===== src/rtl/smc_pkg.sv =====
// ----------------------------------------------------------------------------
// smc_pkg
// types and constants shared by the stack machine core
// ----------------------------------------------------------------------------
`timescale 1ns / 1ps
package smc_pkg;
  localparam int PcW = 18;
  localparam int SpW = 19;
  localparam int WordW = 64;

  localparam logic [5:0] OP_LEA = 6'd0, OP_IMM = 6'd1, OP_JMP = 6'd2, OP_CALL = 6'd3,
    OP_JZ = 6'd4, OP_JNZ = 6'd5, OP_ENT = 6'd6, OP_ADJ = 6'd7, OP_LEV = 6'd8,
    OP_LI = 6'd9, OP_LC = 6'd10, OP_SI = 6'd11, OP_SC = 6'd12, OP_PUSH = 6'd13,
    OP_OR = 6'd14, OP_XOR = 6'd15, OP_AND = 6'd16, OP_EQ = 6'd17, OP_NE = 6'd18,
    OP_LT = 6'd19, OP_GT = 6'd20, OP_LE = 6'd21, OP_GE = 6'd22, OP_SHL = 6'd23,
    OP_SHR = 6'd24, OP_ADD = 6'd25, OP_SUB = 6'd26, OP_MUL = 6'd27,
    OP_DIV = 6'd28, OP_MOD = 6'd29, OP_EXIT = 6'd37;

  localparam logic [2:0] ST_RUN = 3'd0, ST_EXIT = 3'd1, ST_UNSUP = 3'd2,
    ST_DIVZ = 3'd3, ST_ADDR = 3'd4;

  localparam logic CFG_STACK_TOP = 1'b0;
  localparam logic CFG_ENTRY_PC = 1'b1;

  typedef struct packed {
    logic [5:0]         op;
    logic signed [63:0] operand;
  } in_item_t;

  typedef struct packed {
    logic [17:0]        next_pc;
    logic signed [63:0] acc;
    logic signed [63:0] exit_value;
    logic [2:0]         status;
  } out_item_t;

  // controller to datapath
  typedef struct packed {
    logic load_item;
    logic mem_rd;
    logic mem_wr;
    logic rd_sel;
    logic use_rd;
    logic mul_start;
    logic div_start;
    logic commit;
    logic fault;
  } smc_cmd_t;

  // datapath to controller
  typedef struct packed {
    logic [5:0] op;
    logic       halted;
    logic       addr_bad;
    logic       div_zero;
    logic       unsup;
    logic       need_rd;
    logic       need_rd2;
    logic       need_wr;
    logic       is_mul;
    logic       is_div;
    logic       div_done;
  } smc_sts_t;
endpackage


===== src/rtl/smc_ctrl.sv =====
// ----------------------------------------------------------------------------
// smc_ctrl
// sequencer for one instruction: fetch, memory passes, execute, deliver
// ----------------------------------------------------------------------------
`timescale 1ns / 1ps
module smc_ctrl (
  input  logic              clk_i,
  input  logic              rst_ni,
  input  logic              in_valid_i,
  output logic              in_stall_o,
  output logic              out_valid_o,
  input  logic              out_stall_i,
  input  smc_pkg::smc_sts_t sts_i,
  output smc_pkg::smc_cmd_t cmd_o,
  output logic              cfg_ready_o
);
  import smc_pkg::*;
  localparam logic [3:0] S_IDLE = 4'd0, S_CHK = 4'd1, S_RD1 = 4'd2, S_RD1W = 4'd3,
    S_CHK2 = 4'd4, S_RD2W = 4'd5, S_MUL1 = 4'd6, S_MUL2 = 4'd7, S_DIV = 4'd8,
    S_EXE = 4'd9, S_OUT = 4'd10;
  logic [3:0] state_q, state_d;

  assign in_stall_o  = state_q != S_IDLE;
  assign out_valid_o = state_q == S_OUT;
  assign cfg_ready_o = state_q == S_IDLE;

  always_comb begin
    state_d = state_q;
    cmd_o = '0;
    case (state_q)
      S_IDLE: if (in_valid_i) begin
        cmd_o.load_item = 1'b1;
        state_d = S_CHK;
      end
      S_CHK: begin
        if (sts_i.halted) state_d = S_OUT;
        else if (sts_i.unsup) begin cmd_o.fault = 1'b1; state_d = S_OUT; end
        else if ((sts_i.need_rd || sts_i.need_wr) && sts_i.addr_bad) begin
          cmd_o.fault = 1'b1; state_d = S_OUT;
        end else if (sts_i.is_div && sts_i.div_zero) begin
          cmd_o.fault = 1'b1; state_d = S_OUT;
        end else if (sts_i.need_rd) state_d = S_RD1W;
        else begin
          cmd_o.mem_wr = sts_i.need_wr;
          cmd_o.commit = 1'b1;
          state_d = S_OUT;
        end
      end
      S_RD1W: begin
        cmd_o.use_rd = 1'b1;
        state_d = sts_i.need_rd2 ? S_CHK2 : (sts_i.is_mul ? S_MUL1 :
                  (sts_i.is_div ? S_RD1 : S_EXE));
      end
      S_RD1: begin cmd_o.div_start = 1'b1; state_d = S_DIV; end
      S_CHK2: begin
        cmd_o.rd_sel = 1'b1;
        if (sts_i.addr_bad) begin cmd_o.fault = 1'b1; state_d = S_OUT; end
        else state_d = S_RD2W;
      end
      S_RD2W: begin
        cmd_o.rd_sel = 1'b1; cmd_o.use_rd = 1'b1; state_d = S_EXE;
      end
      S_MUL1: begin cmd_o.mul_start = 1'b1; state_d = S_MUL2; end
      S_MUL2: state_d = S_EXE;
      S_DIV: if (sts_i.div_done) state_d = S_EXE;
      S_EXE: begin
        cmd_o.rd_sel = 1'b1;
        cmd_o.mem_wr = sts_i.need_wr;
        cmd_o.commit = 1'b1;
        state_d = S_OUT;
      end
      S_OUT: if (!out_stall_i) state_d = S_IDLE;
      default: state_d = S_IDLE;
    endcase
  end

  always_ff @(posedge clk_i or negedge rst_ni) begin
    if (!rst_ni) state_q <= S_IDLE;
    else state_q <= state_d;
  end
endmodule


===== config.mk =====
export PLATFORM = sky130hd
export DESIGN_NAME = smc_ctrl
export DESIGN_NICKNAME = d
export VERILOG_FILES = /design/src/rtl/smc_pkg.sv /design/src/rtl/smc_ctrl.sv
export SDC_FILE = /design/constraint.sdc
export NUM_CORES = 1
export LEC_CHECK = 0
export ABC_AREA = 1
export BUFFER_PORTS_ARGS = -buffer_cell sky130_fd_sc_hd__buf_2
export CAP_MARGIN = 10
export CORE_AREA = 2 2 39 41
export CTS_BUF_LIST = sky130_fd_sc_hd__clkbuf_8
export DETAILED_ROUTE_END_ITERATION = 10
export DIE_AREA = 0 0 41 43
export HOLD_SLACK_MARGIN = 0.05
export PLACE_DENSITY = 0.72
export SLEW_MARGIN = 20
export SYNTH_ARGS = -nofsm -noshare
export SYNTH_HDL_FRONTEND = slang
export SYNTH_SLANG_ARGS = --single-unit
export TNS_END_PERCENT = 1

===== constraint.sdc =====
create_clock -name clk_i -period 2.7 [get_ports clk_i]
set_input_delay 0.135 -clock clk_i [delete_from_list [all_inputs] [get_ports clk_i]]
set_output_delay 0.135 -clock clk_i [all_outputs]
set_load 0.05 [all_outputs]

* Word-level counts from Yosys, hierarchy flattened
Cells that the tools add are included.
** Word-level totals
- Flip-flop bits (word level) :: 4
- Output and inout bits :: 12
- Word-level logic and storage cells :: 59
- Bits of input ports :: 20
** Cells by class
- Eq/ne operators :: 13
- Muxes and demuxes :: 36
- Reduce and logical (&&, ||, !) cells :: 9
** Operator list (count)
- 2-to-1 mux 4 bit :: 12
- one-hot mux 4 bit (10 select lines) :: 1
- 2-to-1 mux 1 bit :: 19
- == test 4 x 3 -> 1 bit, second input constant :: 4
- == test 4 bit, second input constant :: 3
- == test 4 x 2 -> 1 bit, second input constant :: 2
- != test 2 bit, second input constant :: 3
- one-hot mux 1 bit (2 select lines) :: 3
- == test 4 x 1 -> 1 bit, second input constant :: 1
- logical NOT 4 bit :: 1
- nonzero test 4 bit :: 1
- OR reduction 2 bit :: 2
- AND reduction 3 bit :: 1
- OR reduction 3 bit :: 1
- logical AND 1 bit :: 2
- 2-to-1 mux 2 bit :: 1
- logical OR 1 bit :: 1

* Depth between registers and ports, before layout
Gate-level depths: netlist of run 1.
- Depth in word-level cells :: 6
- Depth in mapped cells :: 9
- Mapped depth without buffers :: 9

* Worst setup path after synthesis of run 1
Ideal clock, no wire load.
- Path kind :: flip-flop to output port
- Start point :: register state_q[1]
- End point :: output port cmd_o[0] (netlist bit)
- Arrival time :: 1.900 ns
- Slack :: 0.665 ns
- Path buffers :: 0
- Data required time :: 2.565 ns
- Cell stages (with the launch flop) :: 4
- Path through :: dfrtp_1 -> nor2_2 -> nand2_2 -> o31ai_1
** RTL lines
- from (decl) :: RTL line smc_ctrl.sv:21 : logic [3:0] state_q, state_d;
- from (signal assigned) :: RTL line smc_ctrl.sv:79 : else state_q <= state_d;
- to (decl) :: RTL line smc_ctrl.sv:14 : output smc_pkg::smc_cmd_t cmd_o,

==> results.sh, run 1 <==
export IMPL_status="completed"
export IMPL_grt_util_all_layers_pct=16.08
export IMPL_die_w_um=41
export IMPL_cts_tree="done"
export IMPL_drc=0
export IMPL_fin_crit_sh_pct=62.83
export IMPL_overflow=0
export IMPL_syn_inst=85
export IMPL_final_hold_viol_count=0
export IMPL_wl_per_cell_um=9.242
export IMPL_yosys_area_top_type="dfrtp_1"
export IMPL_crit_path_end_kind="output port"
export IMPL_fillerInstances=142
export IMPL_num_rows=14
export IMPL_num_vias=619
export IMPL_io_pins=32
export IMPL_yosysTopAreaCellShare_pct=19.75
export IMPL_largest_register="state_q"
export IMPL_critical_path_arrival_ns=1.56
export IMPL_grt_pass1_vias=537
export IMPL_dpl_instance_area_sq_um=639.4
export IMPL_largest_reg_flops=4
export IMPL_antenna_found_initial=0
export IMPL_dr_pass1_iters=4
export IMPL_tns_ns=0
export IMPL_netlist_top_cells_area="dfrtp_1, nand2_1, inv_1"
export IMPL_clockRootBuffer="clkbuf_8"
export IMPL_numPortBuffers=24
export IMPL_netlist_cell_type_count=21
export IMPL_fin_area_sq_um=690.7
export IMPL_ys_ff_latch=4
export IMPL_cp_top_family="simple AND/OR/NAND/NOR gates"
export IMPL_hold_path_class="in2reg"
export IMPL_drive_above_1_share_pct=43.75
export IMPL_cts_sinks=4
export IMPL_worst_path_buf_inv=1
export IMPL_cpMaxStageDelayCell="dfrtp_1"
export IMPL_power_density_nw_per_um2=1206
export IMPL_rsz0062_at_grt="false"
export IMPL_grt_pass1_wl_mm=2.035
export IMPL_clk_pin_slew_ns=0.03
export IMPL_yosysWarningCount=0
export IMPL_drt_iter0_drc=12
export IMPL_largest_registers="state_q (4)"
export IMPL_syn_nets=105
export IMPL_clock_latency_ns=0.22
export IMPL_dpl_hpwl_um=984.6
export IMPL_fin_nets=134
export IMPL_crit_type="reg2out"
export IMPL_drtAntennaViolNets=0
export IMPL_peakVddDrop_v=0.0007805
export IMPL_slew_violations=0
export IMPL_power_total_w=0.0008328
export IMPL_routed_wl_mm=1.183
export IMPL_cts_buffer_depth=2
export IMPL_drv_cap=0
export IMPL_clock_fmax_mhz=589.5
export IMPL_ys_seq_area_share_pct=19.75
export IMPL_syn2layout_area_growth_pct=36.30
export IMPL_crit_chain="nor2_2 -> nand2_2 -> nor2_4 -> nand3_2 -> a21boi_2 -> buf_2"
export IMPL_synth_avg_cell_area_sq_um=5.962
export IMPL_cts_resized_gates=0
export IMPL_max_stage_delay_ns=0.45
export IMPL_core_area_sq_um=1384
export IMPL_die_area_sq_um=1763
export IMPL_p_leak_nw=0.4179
export IMPL_period_needed_ns=1.696
export IMPL_h_tree_depth=1
export IMPL_clock_skew_final_ns=0.003518
export IMPL_reg2reg_slack_ns=1.49
export IMPL_die_h_um=43
export IMPL_required_ns=2.57
export IMPL_syn_area_sq_um=506.7
export IMPL_crit_path_start_kind="flop"
export IMPL_grt_max_degree=7
export IMPL_gp_congestion=0.8424
export IMPL_numCtsBuffers=3
export IMPL_setup_viol_count_final=0
export IMPL_path_max_fanout=6
export IMPL_via_per_inst=4.836
export IMPL_floorplan_initialDensity_pct=36.62
export IMPL_diodes=0
[area by class of cell]
class	instances	area [sq um]	share of cell area (%)
clock buffers	3	41.29	5.978
repair buffers	25	130.1	18.84
multi-input cells	61	327.8	47.46
inverters	19	71.32	10.33
flip-flops and latches	4	100.1	14.49
well taps	16	20.02	2.899
[stage by stage]
stage | hold WS [ns] | setup slack, ns | std cells | utilization [%]
5_1_grt | 0.2077 | 0.9198 | 128 | 49.91
3_3_place_gp | -0.06083 | 1.246 | 124 | 46.20
3_5_place_dp | -0.05944 | 1.226 | 124 | 46.20
4_1_cts | 0.1922 | 0.9915 | 128 | 49.91
6_report | 0.1947 | 1.004 | 128 | 49.91
2_1_floorplan | -0.1606 | 0.6651 | 85 | -
[cell usage in the layout, fill, tap and decap left out]
cell           synthesis  routed
buf_2                  0      24
nand2_1               18      18
inv_1                 15      15
nor2_1                 9       9
nor2_2                 6       6
nand3_1                5       5
inv_2                  4       4
nand2_2                4       4
o21ai_0                4       4
dfrtp_1                4       4
a21oi_1                3       3
clkbuf_8               0       3
nor2_4                 2       2
nand3_2                2       2
and2_2                 1       1
o31ai_1                1       1
a21boi_2               1       1
o211ai_1               1       1
nand4_1                1       1
o21ai_2                1       1
a21oi_2                1       1
conb_1                 1       1
dlygate4sd3_1          0       1
[tightest hold or removal path, cell delays in order]
cell	delay [ns]
buf_2	0.11
nand3_2	0.07
a21oi_2	0.05
[repair_timing]
item / 4_1_cts / 5_1_grt
buffers inserted: 0 / 0
hold endpoints to repair: 4 / 0
hold buffers: 1 / 0
[synth_stat cells]
cell type,count
o21ai_0,4
a21oi_2,1
o31ai_1,1
conb_1,1
nor2_1,9
inv_1,15
and2_2,1
a21oi_1,3
nand2_1,18
nor2_4,2
nand4_1,1
o21ai_2,1
a21boi_2,1
dfrtp_1,4
inv_2,4
o211ai_1,1
nand2_2,4
nor2_2,6
nand3_1,5
nand3_2,2
buf_4,1
[per-layer routing]
| metal | vias up | global-route usage, % | part of all wire, % |
|---|---|---|---|
| li1 | 315 | - | - |
| met1 | 279 | 22.04 | 43 |
| met2 | 23 | 25.94 | 50 |
| met3 | 2 | 1.571 | 6.3 |
| met4 | 0 | 4.000 | 0.51 |
| met5 | - | 0 | 0 |
[worst paths after layout]
| check | endpoint | cells after the start | startpoint |
|---|---|---|---|
| hold / removal | state_q[0] | 3 | sts_i[5] |
| setup reg to reg | state_q[3] | 7 | state_q[1] |
| hold reg to reg | state_q[1] | 3 | state_q[2] |
| max in group asynchronous | state_q[1] | 2 | rst_ni |
| setup / recovery | cmd_o[6] | 6 | state_q[1] |
| min in group asynchronous | state_q[0] | 2 | rst_ni |
[logic make-up (layout without fill, tap and decap cells)]
group	Yosys count	count (layout)	share of synthesized area, %
flops	4	4	19.75
simple gates	48	48	48.39
compound gates	12	12	15.56
buf+inv	20	47	15.55
other cells	1	1	0.7400
[where the power goes]
group / switching [W] / leakage (nW) / total (W) / internal (W)
Clock: 0.0000300 / 0.0216 / 0.000125 / 0.0000950
Combinational: 0.000424 / 0.345 / 0.000580 / 0.000156
Sequential: 0.0000416 / 0.0511 / 0.000128 / 0.0000867
(Power assumes the default switching activity.)
==> run 2: changes to the inputs <==
==> constraint.sdc (replaced) <==
create_clock -name clk_i -period 1.6 [get_ports clk_i]
set_input_delay 0.08 -clock clk_i [delete_from_list [all_inputs] [get_ports clk_i]]
set_output_delay 0.08 -clock clk_i [all_outputs]
set_load 0.05 [all_outputs]
==> run 2 against run 1 <==
Against the previous run: final area grew 4.2%; critical path depth is the same; count of clock-buffer cells in the layout is the same; flip-flop and latch count is the same; clock power grew 70%; setup slack lost 0.95 ns; sequential power grew 67%; die area is the same; total power grew 76%; global-route usage grew 1.1 points; via count shrank 0.48%.
==> results.sh, run 2 (synthesis results as in run 1) <==
export IMPL_syn2layout_area_growth_pct=41.98
export IMPL_crit_path_start_kind="flop"
export IMPL_io_pins=32
export IMPL_cts_tree="done"
export IMPL_fin_crit_sh_pct=96.41
export IMPL_setup_viol_count_final=0
export IMPL_multiInputGateArea_sq_um=337.8
export IMPL_grt_pass1_vias=529
export IMPL_largest_reg_flops=4
export IMPL_overflow=0
export IMPL_hold_path_class="in2reg"
export IMPL_cts_buffer_depth=2
export IMPL_final_hold_viol_count=0
export IMPL_dr_pass1_iters=4
export IMPL_clock_fmax_mhz=648.3
export IMPL_path_max_fanout=4
export IMPL_drive_above_1_share_pct=45.13
export IMPL_clk_pin_slew_ns=0.03
export IMPL_layout_common_cells="buf_2, nand2_1, inv_1"
export IMPL_critical_path_arrival_ns=1.46
export IMPL_crit_type="reg2out"
export IMPL_p_leak_nw=0.4257
export IMPL_largest_register="state_q"
export IMPL_rsz0062_at_grt="true"
export IMPL_period_needed_ns=1.543
export IMPL_slew_violations=0
export IMPL_floorplan_initialDensity_pct=36.62
export IMPL_drc=0
export IMPL_max_stage_delay_ns=0.44
export IMPL_fillerInstances=140
export IMPL_diodes=0
export IMPL_die_area_sq_um=1763
export IMPL_gp_congestion=0.8496
export IMPL_crit_top_cell="nor2_4"
export IMPL_fin_nets=135
export IMPL_cp_top_family="simple AND/OR/NAND/NOR gates"
export IMPL_required_ns=1.52
export IMPL_antenna_found_initial=0
export IMPL_peakVddDrop_v=0.001310
export IMPL_routed_wl_mm=1.286
export IMPL_drtAntennaViolNets=0
export IMPL_crit_path_end_kind="output port"
export IMPL_power_density_nw_per_um2=2034
export IMPL_worst_path_buf_inv=1
export IMPL_grt_pass1_wl_mm=1.932
export IMPL_worst_slack_ns=0.05744
export IMPL_clockRootBuffer="clkbuf_8"
export IMPL_via_per_inst=4.775
export IMPL_drt_iter0_drc=13
export IMPL_dpl_hpwl_mm=1.010
export IMPL_largest_registers="state_q (4)"
export IMPL_crit_chain="nor2_4 -> nand2_2 -> nor2_4 -> nand3_2 -> a21boi_2 -> buf_6"
export IMPL_num_vias=616
export IMPL_grt_util_all_layers_pct=17.19
export IMPL_clock_skew_final_ns=0.005097
export IMPL_drv_cap=0
export IMPL_cpMaxStageDelayCell="dfrtp_1"
export IMPL_core_area_sq_um=1384
export IMPL_place_ws_ns=0.1739
export IMPL_final_common_cell="buf_2"
export IMPL_numPortBuffers=24
export IMPL_die_w_um=41
export IMPL_cts_sinks=4
export IMPL_num_rows=14
export IMPL_h_tree_depth=1
export IMPL_fin_util_pct=51.99
export IMPL_numCtsBuffers=3
export IMPL_wl_per_cell_um=9.969
export IMPL_regArea_sq_um=100.1
export IMPL_clock_latency_ns=0.22
export IMPL_status="completed"
export IMPL_die_h_um=43
export IMPL_grt_max_degree=7
run 2: cell types whose count changed in the layout (fill, tap and decap cells not counted), sizes merged:
cell,delta
buf,-1
clkbuf,+2
run 2: final cells by class:
class                   count  area share [%]
flip-flops and latches      4           13.91
well taps                  16           2.783
clock buffers               3           5.739
repair buffers             26           20.70
multi-input cells          61           46.96
inverters                  19           9.913
run 2: worst paths after layout:
kind	from	end	slack [ns]	depth (start not counted)
setup / recovery	state_q[3]	cmd_o[6]	0.06	6
hold / removal	sts_i[4]	state_q[2]	0.15	3
setup reg to reg	state_q[1]	state_q[3]	0.36	7
hold reg to reg	state_q[0]	state_q[2]	0.64	3
max in group asynchronous	rst_ni	state_q[1]	1.29	2
min in group asynchronous	rst_ni	state_q[3]	0.19	2
run 2: power breakdown:
part	internal (W)	switching (W)	leakage, nW
clock	0.000160	0.0000529	0.0216
sequential	0.000146	0.0000673	0.0511
combinational	0.000293	0.000743	0.353
total	0.000600	0.000863	0.426
run 2: tightest hold or removal path: stages:
cell and delay, ns:
buf_2 0.09, o21ai_0 0.09, nand2_1 0.07
run 2: through the flow:
stage	area, sq um	total power, W	cells	setup TNS [ns]	hold slack, ns
floorplan	511.7	0.001006	85	-0.5386	-0.2156
global placement	644.4	0.001192	124	0	-0.1151
detailed placement	644.4	0.001198	124	0	-0.1157
CTS	705.7	0.001440	129	0	0.1546
global route	719.4	0.001541	129	-0.005261	0.1632
finish	719.4	0.001463	129	0	0.1469
run 2: repair_timing:
| item | in CTS | in global routing |
|---|---|---|
| pin swaps | 1 | 1 |
| endpoints found under the hold margin | 4 | 0 |
| buffers inserted | 1 | 0 |
| setup endpoints to repair | 1 | 4 |
| hold buffers | 1 | 0 |
| resized for setup | 1 | 4 |
run 2: layer usage:
| layer | vias up | part of all wire (%) | track usage [%] |
|---|---|---|---|
| li1 | 313 | - | - |
| met1 | 274 | 39 | 17.11 |
| met2 | 24 | 51 | 26.88 |
| met3 | 5 | 6.4 | 5.759 |
| met4 | 0 | 3.8 | 14.00 |
| met5 | - | 0 | 0 |
==> run 3: changes to the inputs <==
--- a/config.mk
+++ b/config.mk
@@ -6,14 +6,15 @@
 export NUM_CORES = 1
 export LEC_CHECK = 0
 export ABC_AREA = 1
-export BUFFER_PORTS_ARGS = -buffer_cell sky130_fd_sc_hd__buf_2
 export CAP_MARGIN = 10
 export CORE_AREA = 2 2 39 41
 export CTS_BUF_LIST = sky130_fd_sc_hd__clkbuf_8
 export DETAILED_ROUTE_END_ITERATION = 10
 export DIE_AREA = 0 0 41 43
+export DONT_BUFFER_PORTS = 1
 export HOLD_SLACK_MARGIN = 0.05
-export PLACE_DENSITY = 0.72
+export PLACE_DENSITY = 0.51
+export RECOVER_POWER = 25
 export SLEW_MARGIN = 20
 export SYNTH_ARGS = -nofsm -noshare
 export SYNTH_HDL_FRONTEND = slang
==> run 3 against run 2 <==
Against the previous run: global-route usage is 1.6 points lower; hold slack worse by 0.099 ns; register-to-register slack worse by 0.08 ns; clock skew is 0.0042 ns lower; cell count is 6.2% lower; first-iteration DRC count is 15% higher; fmax is 1.3% lower; flip-flop and latch count stayed put; core utilization is 0.36 points higher; setup slack worse by 0.020 ns; die area stayed put; combinational power is 9% higher; critical path type unchanged; largest cell class unchanged; largest power group unchanged.
==> results.sh, run 3 (synthesis results as in run 1) <==
export IMPL_setup_viol_count_final=0
export IMPL_numPortBuffers=0
export IMPL_crit_top_cell="buf_4"
export IMPL_cts_buffer_depth=2
export IMPL_power_density_nw_per_um2=2156
export IMPL_crit_chain="buf_4 -> nor2_2 -> nand3_1 -> o31ai_2 -> buf_4"
export IMPL_io_pins=32
export IMPL_gp_congestion=0.8020
export IMPL_h_tree_depth=1
export IMPL_required_ns=1.52
export IMPL_floorplan_initialDensity_pct=36.62
export IMPL_clock_skew_final_ns=0.0009103
export IMPL_drtAntennaViolNets=0
export IMPL_largest_register="state_q"
export IMPL_layoutNonFillerInstCount=121
export IMPL_grt_util_all_layers_pct=15.58
export IMPL_clock_fmax_mhz=640.1
export IMPL_syn2layout_area_growth_pct=42.96
export IMPL_crit_type="reg2out"
export IMPL_cpMaxStageDelayCell="dfrtp_1"
export IMPL_peakVddDrop_v=0.0007395
export IMPL_largest_registers="state_q (4)"
export IMPL_dpl_hpwl_mm=1.032
export IMPL_drive_above_1_share_pct=38.10
export IMPL_drt_iter0_drc=15
export IMPL_clk_pin_slew_ns=0.03
export IMPL_die_w_um=41
export IMPL_num_vias=580
export IMPL_status="completed"
export IMPL_grt_pass1_vias=527
export IMPL_fin_crit_sh_pct=97.64
export IMPL_num_rows=14
export IMPL_regArea_sq_um=100.1
export IMPL_multiInputGateArea_sq_um=342.8
export IMPL_antenna_found_initial=0
export IMPL_power_total_w=0.001562
export IMPL_grt_pass1_wl_mm=1.932
export IMPL_drc=0
export IMPL_largest_reg_flops=4
export IMPL_routed_wl_mm=1.359
export IMPL_grt_max_degree=7
export IMPL_final_hold_viol_count=0
export IMPL_dr_pass1_iters=4
export IMPL_overflow=0
export IMPL_dp_cells=110
export IMPL_hold_ws_ns=0.04827
export IMPL_diodes=0
export IMPL_fin_nets=127
export IMPL_max_stage_delay_ns=0.42
export IMPL_core_area_sq_um=1384
export IMPL_p_leak_nw=0.4050
export IMPL_hold_path_class="in2reg"
export IMPL_die_h_um=43
export IMPL_die_area_sq_um=1763
export IMPL_rsz0062_at_grt="true"
export IMPL_drv_cap=0
export IMPL_crit_path_end_kind="output port"
export IMPL_via_per_inst=4.793
export IMPL_final_common_cell="nand2_1"
export IMPL_critical_path_arrival_ns=1.48
export IMPL_cts_tree="done"
export IMPL_wl_per_cell_um=11.23
export IMPL_crit_path_start_kind="flop"
export IMPL_cts_sinks=4
export IMPL_clockRootBuffer="clkbuf_8"
export IMPL_period_needed_ns=1.562
export IMPL_numCtsBuffers=3
export IMPL_fillerInstances=140
export IMPL_clock_latency_ns=0.21
export IMPL_path_max_fanout=4
export IMPL_layout_common_cells="nand2_1, inv_1, buf_4"
export IMPL_slew_violations=0
==> run 3: cell count changes in the layout (fill, tap and decap cells not counted), sizes merged <==
cell	before	now
buf	23	14
clkbuf	5	3
dlygate4sd3	1	4
==> run 3: layout make-up <==
type	instances	area share [%]
clock buffer	3	5.699
tap	16	2.763
multi-input combinational	61	47.32
inverter	19	9.845
timing repair buffer	18	20.55
sequential	4	13.82
==> run 3: path summary, 6_finish.rpt <==
| kind | from | endpoint | slack, ns | depth (start not counted) |
|---|---|---|---|---|
| worst max-delay path | state_q[0] | cmd_o[0] | 0.04 | 5 |
| worst min-delay path | sts_i[4] | state_q[2] | 0.05 | 2 |
| worst max register to register | state_q[0] | state_q[3] | 0.28 | 8 |
| worst min register to register | state_q[2] | state_q[1] | 0.70 | 3 |
| max in group asynchronous | rst_ni | state_q[2] | 1.30 | 1 |
| min in group asynchronous | rst_ni | state_q[1] | 0.14 | 1 |
==> run 3: worst max-delay path, delay by kind of cell (launching register included) <==
kind	cells	cell delay, ns
compound gates	1	0.11
buf+inv	2	0.39
flops	1	0.42
simple gates	2	0.34
==> run 3: power by group <==
| group | switching, W | internal, W |
|---|---|---|
| Sequential | 0.0000767 | 0.000146 |
| Clock | 0.0000463 | 0.000160 |
| Combinational | 0.000760 | 0.000373 |
| Total | 0.000883 | 0.000679 |
==> run 3: metal layers <==
layer	vias to the layer above	global-route usage, %	routed length, um
met5	-	0	0
met4	0	6.000	0
met3	0	1.571	90
met2	21	26.88	748
met1	260	18.39	520
li1	299	-	-
==> run 3: through the flow <==
step	setup WS (ns)	instance area, sq um	utilization (%)	setup TNS, ns
floorplan	-0.2459	511.7	-	-0.5386
global placement	0.2325	599.3	43.31	0
detailed placement	0.2394	599.3	43.31	0
CTS	0.01042	680.7	49.19	0
global route	-0.05516	724.4	52.35	-0.06318
finish	0.03775	724.4	52.35	0
==> run 3: repair_timing <==
action                     CTS  global route
setup endpoints to repair    0             2
buffers inserted             0             4
hold buffers                 4             0
gates resized for setup      0             3
hold endpoints to repair     5             0
